--- src/hdl/wma_pkg.sv ---
package wma_pkg;

  // Field widths.
  localparam int DATA_W = 16;
  localparam int IDX_W  = 10;
  localparam int OUT_W  = 48;

  // Parameter accumulator width, legal from 32 to 64.
  localparam int ACC_WIDTH = 48;
  localparam int EXT_W     = (ACC_WIDTH > OUT_W) ? ACC_WIDTH : OUT_W;

  // Category run sums.
  localparam int CAT1_W = 48;
  localparam int CAT2_W = 64;

  // Shared multiplier: 64 bit magnitude times 17 bit magnitude.
  localparam int OPA_W  = 64;
  localparam int OPB_W  = DATA_W + 1;
  localparam int PROD_W = OPA_W + OPB_W;
  localparam int AP_W   = 32;
  localparam int AAP_W  = 48;
  localparam int DIGIT_W = 16;

  // Wide product register for the rounding step.
  localparam int WIDE_W = 112;

  // Rounding shifts back to 16 fraction bits.
  localparam int SH_MEAN   = 16;
  localparam int SH_SECOND = 24;
  localparam int SH_SQUARE = 40;

  typedef enum logic [2:0] {
    MUL_AP  = 3'd0,
    MUL_AAP = 3'd1,
    MUL_S1W = 3'd2,
    MUL_S2W = 3'd3,
    MUL_D2  = 3'd4,
    MUL_D1  = 3'd5,
    MUL_D0  = 3'd6
  } mul_sel_t;

  typedef enum logic [1:0] {
    W_HOLD  = 2'd0,
    W_LOAD  = 2'd1,
    W_CLEAR = 2'd2,
    W_MAC   = 2'd3
  } w_op_t;

  typedef enum logic [1:0] {
    SC_MEAN   = 2'd0,
    SC_SECOND = 2'd1,
    SC_SQUARE = 2'd2
  } scale_sel_t;

  typedef enum logic [1:0] {
    ADD_NONE   = 2'd0,
    ADD_MEAN   = 2'd1,
    ADD_SECOND = 2'd2,
    ADD_SQUARE = 2'd3
  } add_sel_t;

  typedef struct packed {
    logic       latch_in;
    mul_sel_t   mul_sel;
    logic       cat1_add;
    logic       cat2_add;
    logic       cat_clear;
    logic       latch_mag;
    logic       t_load;
    w_op_t      w_op;
    logic       scale_en;
    scale_sel_t scale_sel;
    add_sel_t   add_sel;
    logic       emit;
  } cmd_t;

  typedef struct packed {
    logic last_cat;
    logic last_par;
    logic out_busy;
  } status_t;

endpackage

--- src/hdl/weighted_moment_accumulator.sv ---
// Weighted moment accumulator. Items arrive one at a time on the input channel,
// and the next item is accepted only once the last one is through. An item that
// closes a category run or a parameter also goes through the run sum steps, and
// one that closes a parameter then waits for the output register to free up.
// Their pace is set by the single 64x17 bit multiplier that every
// product goes through in turn: score*prob, score*score*prob, the run sum times
// the weight, and the squared term in three 16 bit digit steps. A finished result
// sits in an output register, so the next item is accepted while it waits to be
// taken. All sums saturate; the saturated flag reports any clip since the last
// result.
module weighted_moment_accumulator (
  input  logic                              clk,
  input  logic                              rst,
  input  logic                              in_valid,
  output logic                              in_ready,
  input  logic signed [wma_pkg::DATA_W-1:0] score,
  input  logic        [wma_pkg::DATA_W-1:0] prob,
  input  logic        [wma_pkg::DATA_W-1:0] weight,
  input  logic        [wma_pkg::IDX_W-1:0]  param_index,
  input  logic                              last_category,
  input  logic                              last_of_param,
  output logic                              out_valid,
  input  logic                              out_ready,
  output logic        [wma_pkg::IDX_W-1:0]  out_index,
  output logic signed [wma_pkg::OUT_W-1:0]  mean_sum,
  output logic signed [wma_pkg::OUT_W-1:0]  square_sum,
  output logic signed [wma_pkg::OUT_W-1:0]  second_sum,
  output logic                              saturated
);
  import wma_pkg::*;

  cmd_t    cmd;
  status_t status;

  wma_ctrl u_ctrl (
    .clk      (clk),
    .rst      (rst),
    .in_valid (in_valid),
    .in_ready (in_ready),
    .status   (status),
    .cmd      (cmd)
  );

  wma_datapath u_datapath (
    .clk           (clk),
    .rst           (rst),
    .cmd           (cmd),
    .status        (status),
    .score         (score),
    .prob          (prob),
    .weight        (weight),
    .param_index   (param_index),
    .last_category (last_category),
    .last_of_param (last_of_param),
    .out_valid     (out_valid),
    .out_ready     (out_ready),
    .out_index     (out_index),
    .mean_sum      (mean_sum),
    .square_sum    (square_sum),
    .second_sum    (second_sum),
    .saturated     (saturated)
  );

endmodule

--- src/hdl/wma_ctrl.sv ---
module wma_ctrl (
  input  logic             clk,
  input  logic             rst,
  input  logic             in_valid,
  output logic             in_ready,
  input  wma_pkg::status_t status,
  output wma_pkg::cmd_t    cmd
);
  import wma_pkg::*;

  typedef enum logic [15:0] {
    S_IDLE   = 16'b0000_0000_0000_0001,
    S_AP     = 16'b0000_0000_0000_0010,
    S_AAP    = 16'b0000_0000_0000_0100,
    S_CAT2   = 16'b0000_0000_0000_1000,
    S_FMUL   = 16'b0000_0000_0001_0000,
    S_MLOAD  = 16'b0000_0000_0010_0000,
    S_MSCALE = 16'b0000_0000_0100_0000,
    S_MADD   = 16'b0000_0000_1000_0000,
    S_SSCALE = 16'b0000_0001_0000_0000,
    S_SADD   = 16'b0000_0010_0000_0000,
    S_Q2     = 16'b0000_0100_0000_0000,
    S_Q1     = 16'b0000_1000_0000_0000,
    S_Q0     = 16'b0001_0000_0000_0000,
    S_QSCALE = 16'b0010_0000_0000_0000,
    S_QADD   = 16'b0100_0000_0000_0000,
    S_EMIT   = 16'b1000_0000_0000_0000
  } state_t;

  state_t state, state_next;

  assign in_ready = (state == S_IDLE);

  always_comb begin
    cmd        = '0;
    state_next = state;
    unique case (state)
      S_IDLE: begin
        cmd.latch_in = in_valid;
        if (in_valid) begin
          state_next = S_AP;
        end
      end
      S_AP: begin
        cmd.mul_sel = MUL_AP;
        state_next  = S_AAP;
      end
      S_AAP: begin
        cmd.cat1_add = 1'b1;
        cmd.mul_sel  = MUL_AAP;
        state_next   = S_CAT2;
      end
      S_CAT2: begin
        cmd.cat2_add = 1'b1;
        if (status.last_cat || status.last_par) begin
          state_next = S_FMUL;
        end else begin
          state_next = S_IDLE;
        end
      end
      S_FMUL: begin
        // Magnitudes are captured here, so the run sums can clear at once.
        cmd.mul_sel   = MUL_S1W;
        cmd.latch_mag = 1'b1;
        cmd.cat_clear = 1'b1;
        state_next    = S_MLOAD;
      end
      S_MLOAD: begin
        cmd.w_op    = W_LOAD;
        cmd.t_load  = 1'b1;
        cmd.mul_sel = MUL_S2W;
        state_next  = S_MSCALE;
      end
      S_MSCALE: begin
        cmd.scale_en  = 1'b1;
        cmd.scale_sel = SC_MEAN;
        cmd.w_op      = W_LOAD;
        state_next    = S_MADD;
      end
      S_MADD: begin
        cmd.add_sel = ADD_MEAN;
        state_next  = S_SSCALE;
      end
      S_SSCALE: begin
        cmd.scale_en  = 1'b1;
        cmd.scale_sel = SC_SECOND;
        state_next    = S_SADD;
      end
      S_SADD: begin
        cmd.add_sel = ADD_SECOND;
        cmd.w_op    = W_CLEAR;
        cmd.mul_sel = MUL_D2;
        state_next  = S_Q2;
      end
      S_Q2: begin
        cmd.w_op    = W_MAC;
        cmd.mul_sel = MUL_D1;
        state_next  = S_Q1;
      end
      S_Q1: begin
        cmd.w_op    = W_MAC;
        cmd.mul_sel = MUL_D0;
        state_next  = S_Q0;
      end
      S_Q0: begin
        cmd.w_op   = W_MAC;
        state_next = S_QSCALE;
      end
      S_QSCALE: begin
        cmd.scale_en  = 1'b1;
        cmd.scale_sel = SC_SQUARE;
        state_next    = S_QADD;
      end
      S_QADD: begin
        cmd.add_sel = ADD_SQUARE;
        if (status.last_par) begin
          state_next = S_EMIT;
        end else begin
          state_next = S_IDLE;
        end
      end
      S_EMIT: begin
        // Hold here while the previous result still sits in the output register.
        if (!status.out_busy) begin
          cmd.emit   = 1'b1;
          state_next = S_IDLE;
        end
      end
      default: begin
        state_next = S_IDLE;
      end
    endcase
  end

  always_ff @(posedge clk) begin
    if (rst) begin
      state <= S_IDLE;
    end else begin
      state <= state_next;
    end
  end

`ifndef SYNTHESIS
  a_one_at_a_time: assert property (@(posedge clk) disable iff (rst)
    (in_valid && in_ready) |=> !in_ready)
    else $error("a second item was taken while one is in work");

  a_emit_slot_free: assert property (@(posedge clk) disable iff (rst)
    cmd.emit |-> !status.out_busy)
    else $error("result written over an untaken result");

  a_emit_on_last: assert property (@(posedge clk) disable iff (rst)
    cmd.emit |-> status.last_par)
    else $error("result emitted for an item that does not close a parameter");

  a_run_order: assert property (@(posedge clk) disable iff (rst)
    cmd.cat1_add |=> cmd.cat2_add)
    else $error("second moment update did not follow first moment update");
`endif

endmodule

--- src/hdl/wma_datapath.sv ---
module wma_datapath (
  input  logic                                   clk,
  input  logic                                   rst,
  input  wma_pkg::cmd_t                          cmd,
  output wma_pkg::status_t                       status,
  input  logic signed [wma_pkg::DATA_W-1:0]      score,
  input  logic        [wma_pkg::DATA_W-1:0]      prob,
  input  logic        [wma_pkg::DATA_W-1:0]      weight,
  input  logic        [wma_pkg::IDX_W-1:0]       param_index,
  input  logic                                   last_category,
  input  logic                                   last_of_param,
  output logic                                   out_valid,
  input  logic                                   out_ready,
  output logic        [wma_pkg::IDX_W-1:0]       out_index,
  output logic signed [wma_pkg::OUT_W-1:0]       mean_sum,
  output logic signed [wma_pkg::OUT_W-1:0]       square_sum,
  output logic signed [wma_pkg::OUT_W-1:0]       second_sum,
  output logic                                   saturated
);
  import wma_pkg::*;

  // Returns {clipped, value} with the accumulator clamped to the output range.
  function automatic logic [OUT_W:0] clamp_out(input logic [ACC_WIDTH-1:0] v);
    logic [EXT_W-1:0]       x;
    logic [EXT_W-OUT_W:0]   hi;
    x  = EXT_W'($signed(v));
    hi = x[EXT_W-1:OUT_W-1];
    if ((&hi) || !(|hi)) begin
      clamp_out = {1'b0, x[OUT_W-1:0]};
    end else begin
      clamp_out = {1'b1, x[EXT_W-1], {(OUT_W-1){~x[EXT_W-1]}}};
    end
  endfunction

  // Latched input item.
  logic [DATA_W:0]         a_mag;
  logic                    a_neg;
  logic [DATA_W-1:0]       prob_q;
  logic [DATA_W-1:0]       weight_q;
  logic [IDX_W-1:0]        idx_q;
  logic                    last_cat_q;
  logic                    last_par_q;
  logic signed [DATA_W:0]  score_x;

  // Multiplier.
  logic [OPA_W-1:0]        opa;
  logic [OPB_W-1:0]        opb;
  logic [PROD_W-1:0]       mul_c;
  logic [PROD_W-1:0]       prod;

  // Run sums and their folded magnitudes.
  logic signed [CAT1_W-1:0] cat1;
  logic signed [CAT2_W-1:0] cat2;
  logic [CAT1_W-1:0]        cat1_mag;
  logic [CAT2_W-1:0]        cat2_mag;
  logic [CAT1_W-1:0]        s1_mag;
  logic                     s1_neg;
  logic [CAT2_W-1:0]        s2_mag;
  logic                     s2_neg;
  logic [OPA_W-1:0]         t_mag;
  logic signed [AP_W:0]     ap_s;
  logic [CAT1_W:0]          sum1;
  logic [CAT2_W:0]          sum2;
  logic                     ovf1;
  logic                     ovf2;
  logic [CAT1_W-1:0]        cat1_next;
  logic [CAT2_W-1:0]        cat2_next;

  // Rounding and accumulation.
  logic [WIDE_W-1:0]        wide;
  logic [WIDE_W-1:0]        q;
  logic [WIDE_W-1:0]        lim;
  logic [WIDE_W-1:0]        qs;
  logic                     tneg;
  logic                     sclip;
  logic [ACC_WIDTH-1:0]     term_c;
  logic signed [ACC_WIDTH-1:0] term;
  logic signed [ACC_WIDTH-1:0] acc_mean;
  logic signed [ACC_WIDTH-1:0] acc_square;
  logic signed [ACC_WIDTH-1:0] acc_second;
  logic [ACC_WIDTH-1:0]     acc_cur;
  logic [ACC_WIDTH:0]       sum_a;
  logic                     ovf_a;
  logic [ACC_WIDTH-1:0]     acc_next;
  logic                     clip;
  logic                     clip_next;
  logic [OUT_W:0]           cm_mean;
  logic [OUT_W:0]           cm_square;
  logic [OUT_W:0]           cm_second;

  assign score_x = {score[DATA_W-1], score};

  assign status.last_cat = last_cat_q;
  assign status.last_par = last_par_q;
  assign status.out_busy = out_valid && !out_ready;

  assign cat1_mag = cat1[CAT1_W-1] ? CAT1_W'(-cat1) : CAT1_W'(cat1);
  assign cat2_mag = cat2[CAT2_W-1] ? CAT2_W'(-cat2) : CAT2_W'(cat2);

  // Operand selection for the shared multiplier; all operands are magnitudes.
  always_comb begin
    unique case (cmd.mul_sel)
      MUL_AP: begin
        opa = OPA_W'(prob_q);
        opb = a_mag;
      end
      MUL_AAP: begin
        opa = OPA_W'(prod[AP_W-1:0]);
        opb = a_mag;
      end
      MUL_S1W: begin
        opa = OPA_W'(cat1_mag);
        opb = OPB_W'(weight_q);
      end
      MUL_S2W: begin
        opa = s2_mag;
        opb = OPB_W'(weight_q);
      end
      MUL_D2: begin
        opa = t_mag;
        opb = OPB_W'(s1_mag[2*DIGIT_W +: DIGIT_W]);
      end
      MUL_D1: begin
        opa = t_mag;
        opb = OPB_W'(s1_mag[DIGIT_W +: DIGIT_W]);
      end
      MUL_D0: begin
        opa = t_mag;
        opb = OPB_W'(s1_mag[0 +: DIGIT_W]);
      end
      default: begin
        opa = '0;
        opb = '0;
      end
    endcase
  end

  assign mul_c = PROD_W'(opa) * PROD_W'(opb);

  // Saturating run sums. The squared term a*a*p is never negative.
  always_comb begin
    ap_s = a_neg ? -$signed({1'b0, prod[AP_W-1:0]}) : $signed({1'b0, prod[AP_W-1:0]});
    sum1 = {cat1[CAT1_W-1], cat1} + (CAT1_W+1)'(ap_s);
    ovf1 = sum1[CAT1_W] ^ sum1[CAT1_W-1];
    if (ovf1) begin
      cat1_next = {sum1[CAT1_W], {(CAT1_W-1){~sum1[CAT1_W]}}};
    end else begin
      cat1_next = sum1[CAT1_W-1:0];
    end
    sum2 = {cat2[CAT2_W-1], cat2} + (CAT2_W+1)'(prod[AAP_W-1:0]);
    ovf2 = sum2[CAT2_W] ^ sum2[CAT2_W-1];
    if (ovf2) begin
      cat2_next = {sum2[CAT2_W], {(CAT2_W-1){~sum2[CAT2_W]}}};
    end else begin
      cat2_next = sum2[CAT2_W-1:0];
    end
  end

  // Round half away from zero on the magnitude, then clip to the accumulator range.
  always_comb begin
    unique case (cmd.scale_sel)
      SC_MEAN: begin
        q    = (wide + (WIDE_W'(1) << (SH_MEAN - 1))) >> SH_MEAN;
        tneg = s1_neg;
      end
      SC_SECOND: begin
        q    = (wide + (WIDE_W'(1) << (SH_SECOND - 1))) >> SH_SECOND;
        tneg = s2_neg;
      end
      SC_SQUARE: begin
        q    = (wide + (WIDE_W'(1) << (SH_SQUARE - 1))) >> SH_SQUARE;
        tneg = 1'b0;
      end
      default: begin
        q    = '0;
        tneg = 1'b0;
      end
    endcase
    if (tneg) begin
      lim = WIDE_W'(1) << (ACC_WIDTH - 1);
    end else begin
      lim = (WIDE_W'(1) << (ACC_WIDTH - 1)) - WIDE_W'(1);
    end
    sclip  = (q > lim);
    qs     = sclip ? lim : q;
    term_c = tneg ? ACC_WIDTH'(WIDE_W'(0) - qs) : qs[ACC_WIDTH-1:0];
  end

  always_comb begin
    unique case (cmd.add_sel)
      ADD_NONE:   acc_cur = acc_mean;
      ADD_MEAN:   acc_cur = acc_mean;
      ADD_SECOND: acc_cur = acc_second;
      ADD_SQUARE: acc_cur = acc_square;
    endcase
    sum_a = {acc_cur[ACC_WIDTH-1], acc_cur} + {term[ACC_WIDTH-1], term};
    ovf_a = sum_a[ACC_WIDTH] ^ sum_a[ACC_WIDTH-1];
    if (ovf_a) begin
      acc_next = {sum_a[ACC_WIDTH], {(ACC_WIDTH-1){~sum_a[ACC_WIDTH]}}};
    end else begin
      acc_next = sum_a[ACC_WIDTH-1:0];
    end
  end

  assign cm_mean   = clamp_out(acc_mean);
  assign cm_square = clamp_out(acc_square);
  assign cm_second = clamp_out(acc_second);

  always_comb begin
    clip_next = clip;
    if (cmd.emit) begin
      clip_next = 1'b0;
    end else begin
      if (cmd.cat1_add && ovf1) begin
        clip_next = 1'b1;
      end
      if (cmd.cat2_add && ovf2) begin
        clip_next = 1'b1;
      end
      if (cmd.scale_en && sclip) begin
        clip_next = 1'b1;
      end
      if ((cmd.add_sel != ADD_NONE) && ovf_a) begin
        clip_next = 1'b1;
      end
    end
  end

  // Control state and sums.
  always_ff @(posedge clk) begin
    if (rst) begin
      cat1       <= '0;
      cat2       <= '0;
      acc_mean   <= '0;
      acc_square <= '0;
      acc_second <= '0;
      clip       <= 1'b0;
      out_valid  <= 1'b0;
    end else begin
      if (cmd.cat_clear) begin
        cat1 <= '0;
        cat2 <= '0;
      end else begin
        if (cmd.cat1_add) begin
          cat1 <= cat1_next;
        end
        if (cmd.cat2_add) begin
          cat2 <= cat2_next;
        end
      end
      if (cmd.emit) begin
        acc_mean   <= '0;
        acc_square <= '0;
        acc_second <= '0;
      end else begin
        unique case (cmd.add_sel)
          ADD_NONE:   ;
          ADD_MEAN:   acc_mean   <= acc_next;
          ADD_SECOND: acc_second <= acc_next;
          ADD_SQUARE: acc_square <= acc_next;
        endcase
      end
      clip <= clip_next;
      if (cmd.emit) begin
        out_valid <= 1'b1;
      end else if (out_ready) begin
        out_valid <= 1'b0;
      end
    end
  end

  // Payload registers.
  always_ff @(posedge clk) begin
    if (cmd.latch_in) begin
      a_mag      <= score_x[DATA_W] ? (DATA_W+1)'(-score_x) : (DATA_W+1)'(score_x);
      a_neg      <= score_x[DATA_W];
      prob_q     <= prob;
      weight_q   <= weight;
      idx_q      <= param_index;
      last_cat_q <= last_category;
      last_par_q <= last_of_param;
    end
    prod <= mul_c;
    if (cmd.latch_mag) begin
      s1_mag <= cat1_mag;
      s1_neg <= cat1[CAT1_W-1];
      s2_mag <= cat2_mag;
      s2_neg <= cat2[CAT2_W-1];
    end
    if (cmd.t_load) begin
      t_mag <= prod[OPA_W-1:0];
    end
    unique case (cmd.w_op)
      W_HOLD:  ;
      W_LOAD:  wide <= WIDE_W'(prod);
      W_CLEAR: wide <= '0;
      W_MAC:   wide <= (wide << DIGIT_W) + WIDE_W'(prod);
    endcase
    if (cmd.scale_en) begin
      term <= term_c;
    end
    if (cmd.emit) begin
      out_index  <= idx_q;
      mean_sum   <= cm_mean[OUT_W-1:0];
      square_sum <= cm_square[OUT_W-1:0];
      second_sum <= cm_second[OUT_W-1:0];
      saturated  <= clip | cm_mean[OUT_W] | cm_square[OUT_W] | cm_second[OUT_W];
    end
  end

endmodule
--- config.mk ---
export PLATFORM = sky130hd
export DESIGN_NAME = weighted_moment_accumulator
export DESIGN_NICKNAME = d
export VERILOG_FILES = /design/src/hdl/wma_pkg.sv /design/src/hdl/weighted_moment_accumulator.sv /design/src/hdl/wma_ctrl.sv /design/src/hdl/wma_datapath.sv
export SDC_FILE = /design/constraint.sdc
export NUM_CORES = 2
export LEC_CHECK = 0
export BUFFER_PORTS_ARGS = -buffer_cell sky130_fd_sc_hd__buf_4
export CAP_MARGIN = 40
export CORE_UTILIZATION = 45
export CTS_CLUSTER_SIZE = 14
export DETAILED_ROUTE_END_ITERATION = 7
export GPL_TIMING_DRIVEN = 0
export PLACE_DENSITY = 0.63
export SYNTH_ARGS = -nofsm -noshare
export SYNTH_HDL_FRONTEND = slang
export SYNTH_HIERARCHICAL = 1
export SYNTH_SLANG_ARGS = --single-unit
export TNS_END_PERCENT = 10
--- constraint.sdc ---
create_clock -name clk -period 11.58 [get_ports clk]
set_input_delay 0.579 -clock clk [delete_from_list [all_inputs] [get_ports clk]]
set_output_delay 0.579 -clock clk [all_outputs]
set_load 0.1 [all_outputs]
Yosys cells after proc, flatten, opt, wreduce, memory -nomap -nowiden
Cells that the tools add are included.
W data, S select, Z words.
{"block": "word_totals", "register_bits": 910, "latchBits": 0, "ramBits": 0, "rom_bits": 0, "memories": 0}
{"block": "classes", "addsub": 12, "n_mul": 1, "div_mod_pow": 0, "magnitude_cmp": 1, "n_eq_ne": 32, "shifts": 0, "muxes": 38, "n_bitwise": 6, "reduce_logical": 23}
{"op": "$pmux W112 S3", "count": 1}
{"op": "$pmux W64 S5", "count": 1}
{"op": "$mux W48", "count": 6}
{"op": "$pmux W96 S3", "count": 1}
{"op": "$pmux W16 S16", "count": 1}
{"op": "$pmux W48 S3", "count": 1}
{"op": "$add A112 B16 Y112 const B", "count": 1}
{"op": "$add A112 B24 Y112 const B", "count": 1}
{"op": "$add A112 B40 Y112 const B", "count": 1}
{"op": "$add A112 B81 Y112", "count": 1}
{"op": "$gt A96 B48 Y1", "count": 1}
{"op": "$pmux W17 S5", "count": 1}
{"op": "$mul A64 B17 Y81", "count": 1}
{"op": "$add A64 B49 Y65", "count": 1}
{"op": "$mux W64", "count": 1}
{"op": "$neg A64 Y64", "count": 1}
{"op": "$mux W63", "count": 1}
{"op": "$add A48 B33 Y49", "count": 1}
{"op": "$add A48 B48 Y49", "count": 1}
{"op": "$mux W16", "count": 3}
{"op": "$neg A48 Y48", "count": 1}
{"op": "$sub A1 B48 Y48 const A", "count": 1}
{"op": "$mux W33", "count": 1}
{"op": "$neg A32 Y33", "count": 1}
{"op": "other kinds (44)", "count": 82}

Longest topological paths before layout
{"block": "depth", "ltp_word": 9, "ltp_mapped": 41}

Hierarchy
Netlist, hierarchy kept.
{"mod": "wma_datapath", "instances": 1, "cells_per_inst": 9991, "area_per_inst_um2": 88896.5, "seq_area_each_um2": 23452.5}
{"mod": "wma_ctrl", "instances": 1, "cells_per_inst": 140, "area_per_inst_um2": 1154.9, "seq_area_each_um2": 320.3}

Worst setup path after synthesis
Ideal clock, no wire load.
{"block": "synth_path", "kind": "register to register", "startpoint": "register u_ctrl.state[11]", "endpoint": "register u_datapath.cat2[33]", "setup_ns": 0.133, "t_arrival_ns": 10.961, "setup_slack_ns": 0.486, "stages_incl_launch_ff": 12, "n_path_buf": 4, "synth_period_minus_slack_ns": 11.094, "path_cell_list": "dfxtp_1 > buf_6 > nor4_4 > and3_1 > nand2_1 > nor3b_1 > buf_4 > nor2_1 > clkbuf_1 > clkbuf_1 > o21ai_0 > a21oi_1"}
{"item": "from (decl)", "line_no": "wma_ctrl.sv:30", "text": "state_t state, state_next;"}
{"item": "from (signal assigned)", "line_no": "wma_ctrl.sv:139", "text": "state <= state_next;"}
{"item": "to (signal assigned)", "line_no": "wma_datapath.sv:248", "text": "cat2 <= cat2_next;"}
{"item": "to (decl)", "line_no": "wma_datapath.sv:53", "text": "logic signed [CAT2_W-1:0] cat2;"}

==> impl_metrics.py <==
metrics = {
    "synthesis": {
        "synthTopCellsByArea": "fa_1 (21%), edfxtp_1 (19%), dfxtp_1 (7.9%)",
        "synth_edf_count": 555,
        "ys_seq_area_share_pct": 26.40,
        "syn_area_sq_um": 90050,
        "ys.flop_type": "edfxtp_1",
        "synthArstFlopShare_pct": 0,
        "ys_seq_elements": 910,
        "yosys-top-cells-count": "nand2_1 (1341), inv_1 (1150), fa_1 (933), nor2_1 (694), edfxtp_1 (555)",
        "yosys.area.top_type": "fa_1",
        "yosysUniqueCellTypes": 102,
        "syn_avg_cell_area_sq_um": 8.889,
        "synth_warnings": 6,
        "synth_most_common_cell": "nand2_1",
        "synth_cells": 10130,
        "synth_top_area_share_pct": 20.74,
    },
    "clocking": {
        "cts_root_buffer": "clkbuf_16",
        "clk_pin_slew_ps": 60,
        "cts_buffer_depth": 3,
        "htreeDepth": 3,
        "cts-buffers-inserted": 103,
        "cts_tree": "yes",
        "clkSinkCount": 910,
        "clk_latency_ps": 750,
    },
    "timing": {
        "setup_viol": 0,
        "hold_viol_final": 0,
        "finalCritPeriodShare_pct": 98.66,
        "setup_ws_ps": 154.9,
        "worst_slew_pin_slew_ps": 1272,
        "hold_slack_ps": 34.42,
        "max_slew_margin_pct": 15.22,
        "fmax_ghz": 0.08753,
        "drv_slew": 0,
        "rsz0062_at_grt": "true",
        "skew_ps": 46.02,
        "fin_crit_ps": 11430,
    },
    "critical_path": {
        "cp_max_fo": 10,
        "slowest_stage": "fa_1",
        "path_class": "register to register",
        "end_kind": "register",
        "worstSetupStartpointType": "register",
        "crit_arrival_ps": 12050,
        "cpPeakStageDelay_ps": 630,
        "cpMostUsedCell": "fa_1",
        "worstPathRequired_ps": 12210,
        "rr_worst_depth": 37,
    },
    "run": {
        "cap_violations": 0,
    },
    "placed_design": {
        "dpl_cell_area_sq_um": 97250,
        "dpl.hpwl_mm": 314.8,
        "post-place-ws_ps": -1997,
        "gp_congestion": 1.035,
        "numPortBuffers": 220,
    },
    "power": {
        "p_clk_share_pct": 23.1,
        "pwr-share-seq_pct": 25.5,
        "vdd.ir_drop.worst_uv": 1361,
        "p_switching_uw": 6701,
        "fin_total_pwr_uw": 15470,
        "p_leak_uw": 0.04370,
        "p_sw_share_pct": 43.31,
        "p_int_uw": 8772,
        "power_density_nw_per_um2": 152.1,
        "comb_power_share_pct": 51.3,
    },
    "grt": {
        "grt.total_usage_pct": 37.29,
        "antenna_found_initial": 11,
        "grt_pass1_wl_mm": 554.3,
        "grt-ovfl-total": 0,
        "grt_start_max_net_pins": 52,
        "grt_pass1_vias": 81460,
    },
    "detailed_routing": {
        "drc": 0,
        "drt_iter0_drc": 8826,
        "ant_nets": 0,
        "wirelength_mm": 382.5,
        "via_count": 81750,
        "wl_per_cell_microns": 28.45,
        "vias_per_cell": 6.081,
        "dr.pass1.iters": 8,
    },
    "cells_and_area": {
        "area_delta_synth_final_pct": 12.96,
        "final_cell_area_sq_um": 101700,
        "drive_above_1_share_pct": 7.892,
        "nNetsFinal": 12120,
    },
    "die": {
        "io_pins": 221,
        "start_util_pct": 45.47,
        "dieArea_sq_um": 201900,
        "coreArea_sq_um": 198000,
        "fp.dieW_microns": 449.3,
        "fp.dieH_microns": 449.3,
        "rows": 163,
    },
    "outcome": {
        "outcome": "finished, final reports clean",
    },
    "hold_path": {
        "hold_class": "primary input to register",
        "hold_depth": 1,
    },
}
==> final cells by class <==
type / count / area [sq um]
multi-input cells: 7533 / 60190
well taps: 2640 / 3303
fillers: 18650 / 96310
flip-flops and latches: 910 / 23770
plain buffers: 559 / 2263
diodes: 8 / 20.02
clock buffers: 131 / 2918
inverters: 1154 / 4339
clock inverters: 65 / 820.8
repair buffers: 444 / 4093
==> cells by family after synthesis <==
group                      synth area share (%)
AOI/OAI and AO/OA                         14.61
buffers and inverters                     7.226
and+or+nand+nor                           17.18
other                                  0.008340
adders and majority gates                 26.94
xor gates and xnor gates                  5.680
muxes                                     1.947
DFF                                       26.40
==> cell usage in the layout, fill, tap and decap left out, types with 47 or more instances in the layout <==
| cell type | n |
|---|---|
| a211oi_1 | 69 |
| a21o_1 | 219 |
| a21oi_1 | 531 |
| a22o_1 | 68 |
| a31oi_1 | 68 |
| and2_1 | 137 |
| and3_1 | 75 |
| buf_4 | 278 |
| buf_6 | 47 |
| clkbuf_1 | 452 |
| clkbuf_16 | 107 |
| clkbuf_2 | 61 |
| dfxtp_1 | 355 |
| edfxtp_1 | 555 |
| fa_1 | 933 |
| ha_1 | 420 |
| inv_1 | 1147 |
| mux2i_1 | 135 |
| nand2_1 | 1341 |
| nand2b_1 | 70 |
| nand3_1 | 192 |
| nand4_1 | 175 |
| nor2_1 | 691 |
| nor2b_1 | 61 |
| nor3_1 | 172 |
| nor4_1 | 111 |
| o21a_1 | 98 |
| o21ai_0 | 523 |
| o31ai_1 | 63 |
| or3_1 | 66 |
| xnor2_1 | 418 |
| xor2_1 | 166 |
==> flip-flops by register name (all words and copies together) (netlist names), 10 cells and up <==
name                   count
u_datapath/acc_square     48
u_datapath/weight_q       16
u_datapath/s2_mag         64
u_ctrl/state              16
u_datapath/cat1           48
u_datapath/out_index      10
u_datapath/acc_second     48
u_datapath/term           48
u_datapath/second_sum     48
u_datapath/acc_mean       48
u_datapath/wide          112
u_datapath/idx_q          10
u_datapath/t_mag          64
u_datapath/prob_q         16
u_datapath/s1_mag         48
u_datapath/cat2           64
u_datapath/a_mag          17
u_datapath/prod           81
u_datapath/mean_sum       48
u_datapath/square_sum     48
==> final timing paths <==
kind / start / to / slack (ps)
setup / recovery: u_ctrl/state[11] / u_datapath/prod[68] / 150
hold / removal: prob[5] / u_datapath/prob_q[5] / 30
setup reg to reg: u_ctrl/state[11] / u_datapath/prod[68] / 150
hold reg to reg: u_datapath/idx_q[7] / u_datapath/out_index[7] / 420
==> power groups by stage <==
stage	Clock (uW)	Combinational (uW)	Sequential, uW
floorplan	0	5210	3790
global placement	0	7350	4070
detailed placement	0	7600	3990
CTS	3630	7850	3920
global route	3750	8750	3920
finish	3580	7940	3950
==> routing by layer <==
layer	up-vias	track usage, %	part of all wire (%)
met3	1212	8.500	10
met2	4665	57.53	44
met1	40230	46.86	38
met4	8	24.50	8.0
met5	-	0	0.014
li1	35640	-	-
==> stage by stage <==
step                instances  TNS [ps]  util (%)
floorplan               10160         0         -
global placement        13020  -1335670     48.03
detailed placement      13200    -57130     49.11
CTS                     13430         0     51.25
global route            13440    -94.38     51.36
finish                  13440         0     51.37
==> worst max-delay path, delay by kind of cell, from the launching register on <==
| family | cells | cell delay, ps |
|---|---|---|
| flip-flops | 1 | 300 |
| multiplexers | 1 | 140 |
| AO/OA/AOI/OAI | 11 | 3070 |
| AND/OR/NAND/NOR | 6 | 1570 |
| XOR/XNOR | 1 | 200 |
| adder cells (fa/ha/maj) | 7 | 3700 |
| buffers and inverters | 11 | 2310 |
==> what timing repair did <==
item / 4_1_cts / 5_1_grt
resized for setup: 109 / 44
pin swaps: 2 / 3
buffers inserted: 3 / 6
hold endpoints to repair: 29 / 0
hold buffers: 29 / 0
endpoints found under the setup margin: 67 / 50
Power figures use the tool's default switching activity.
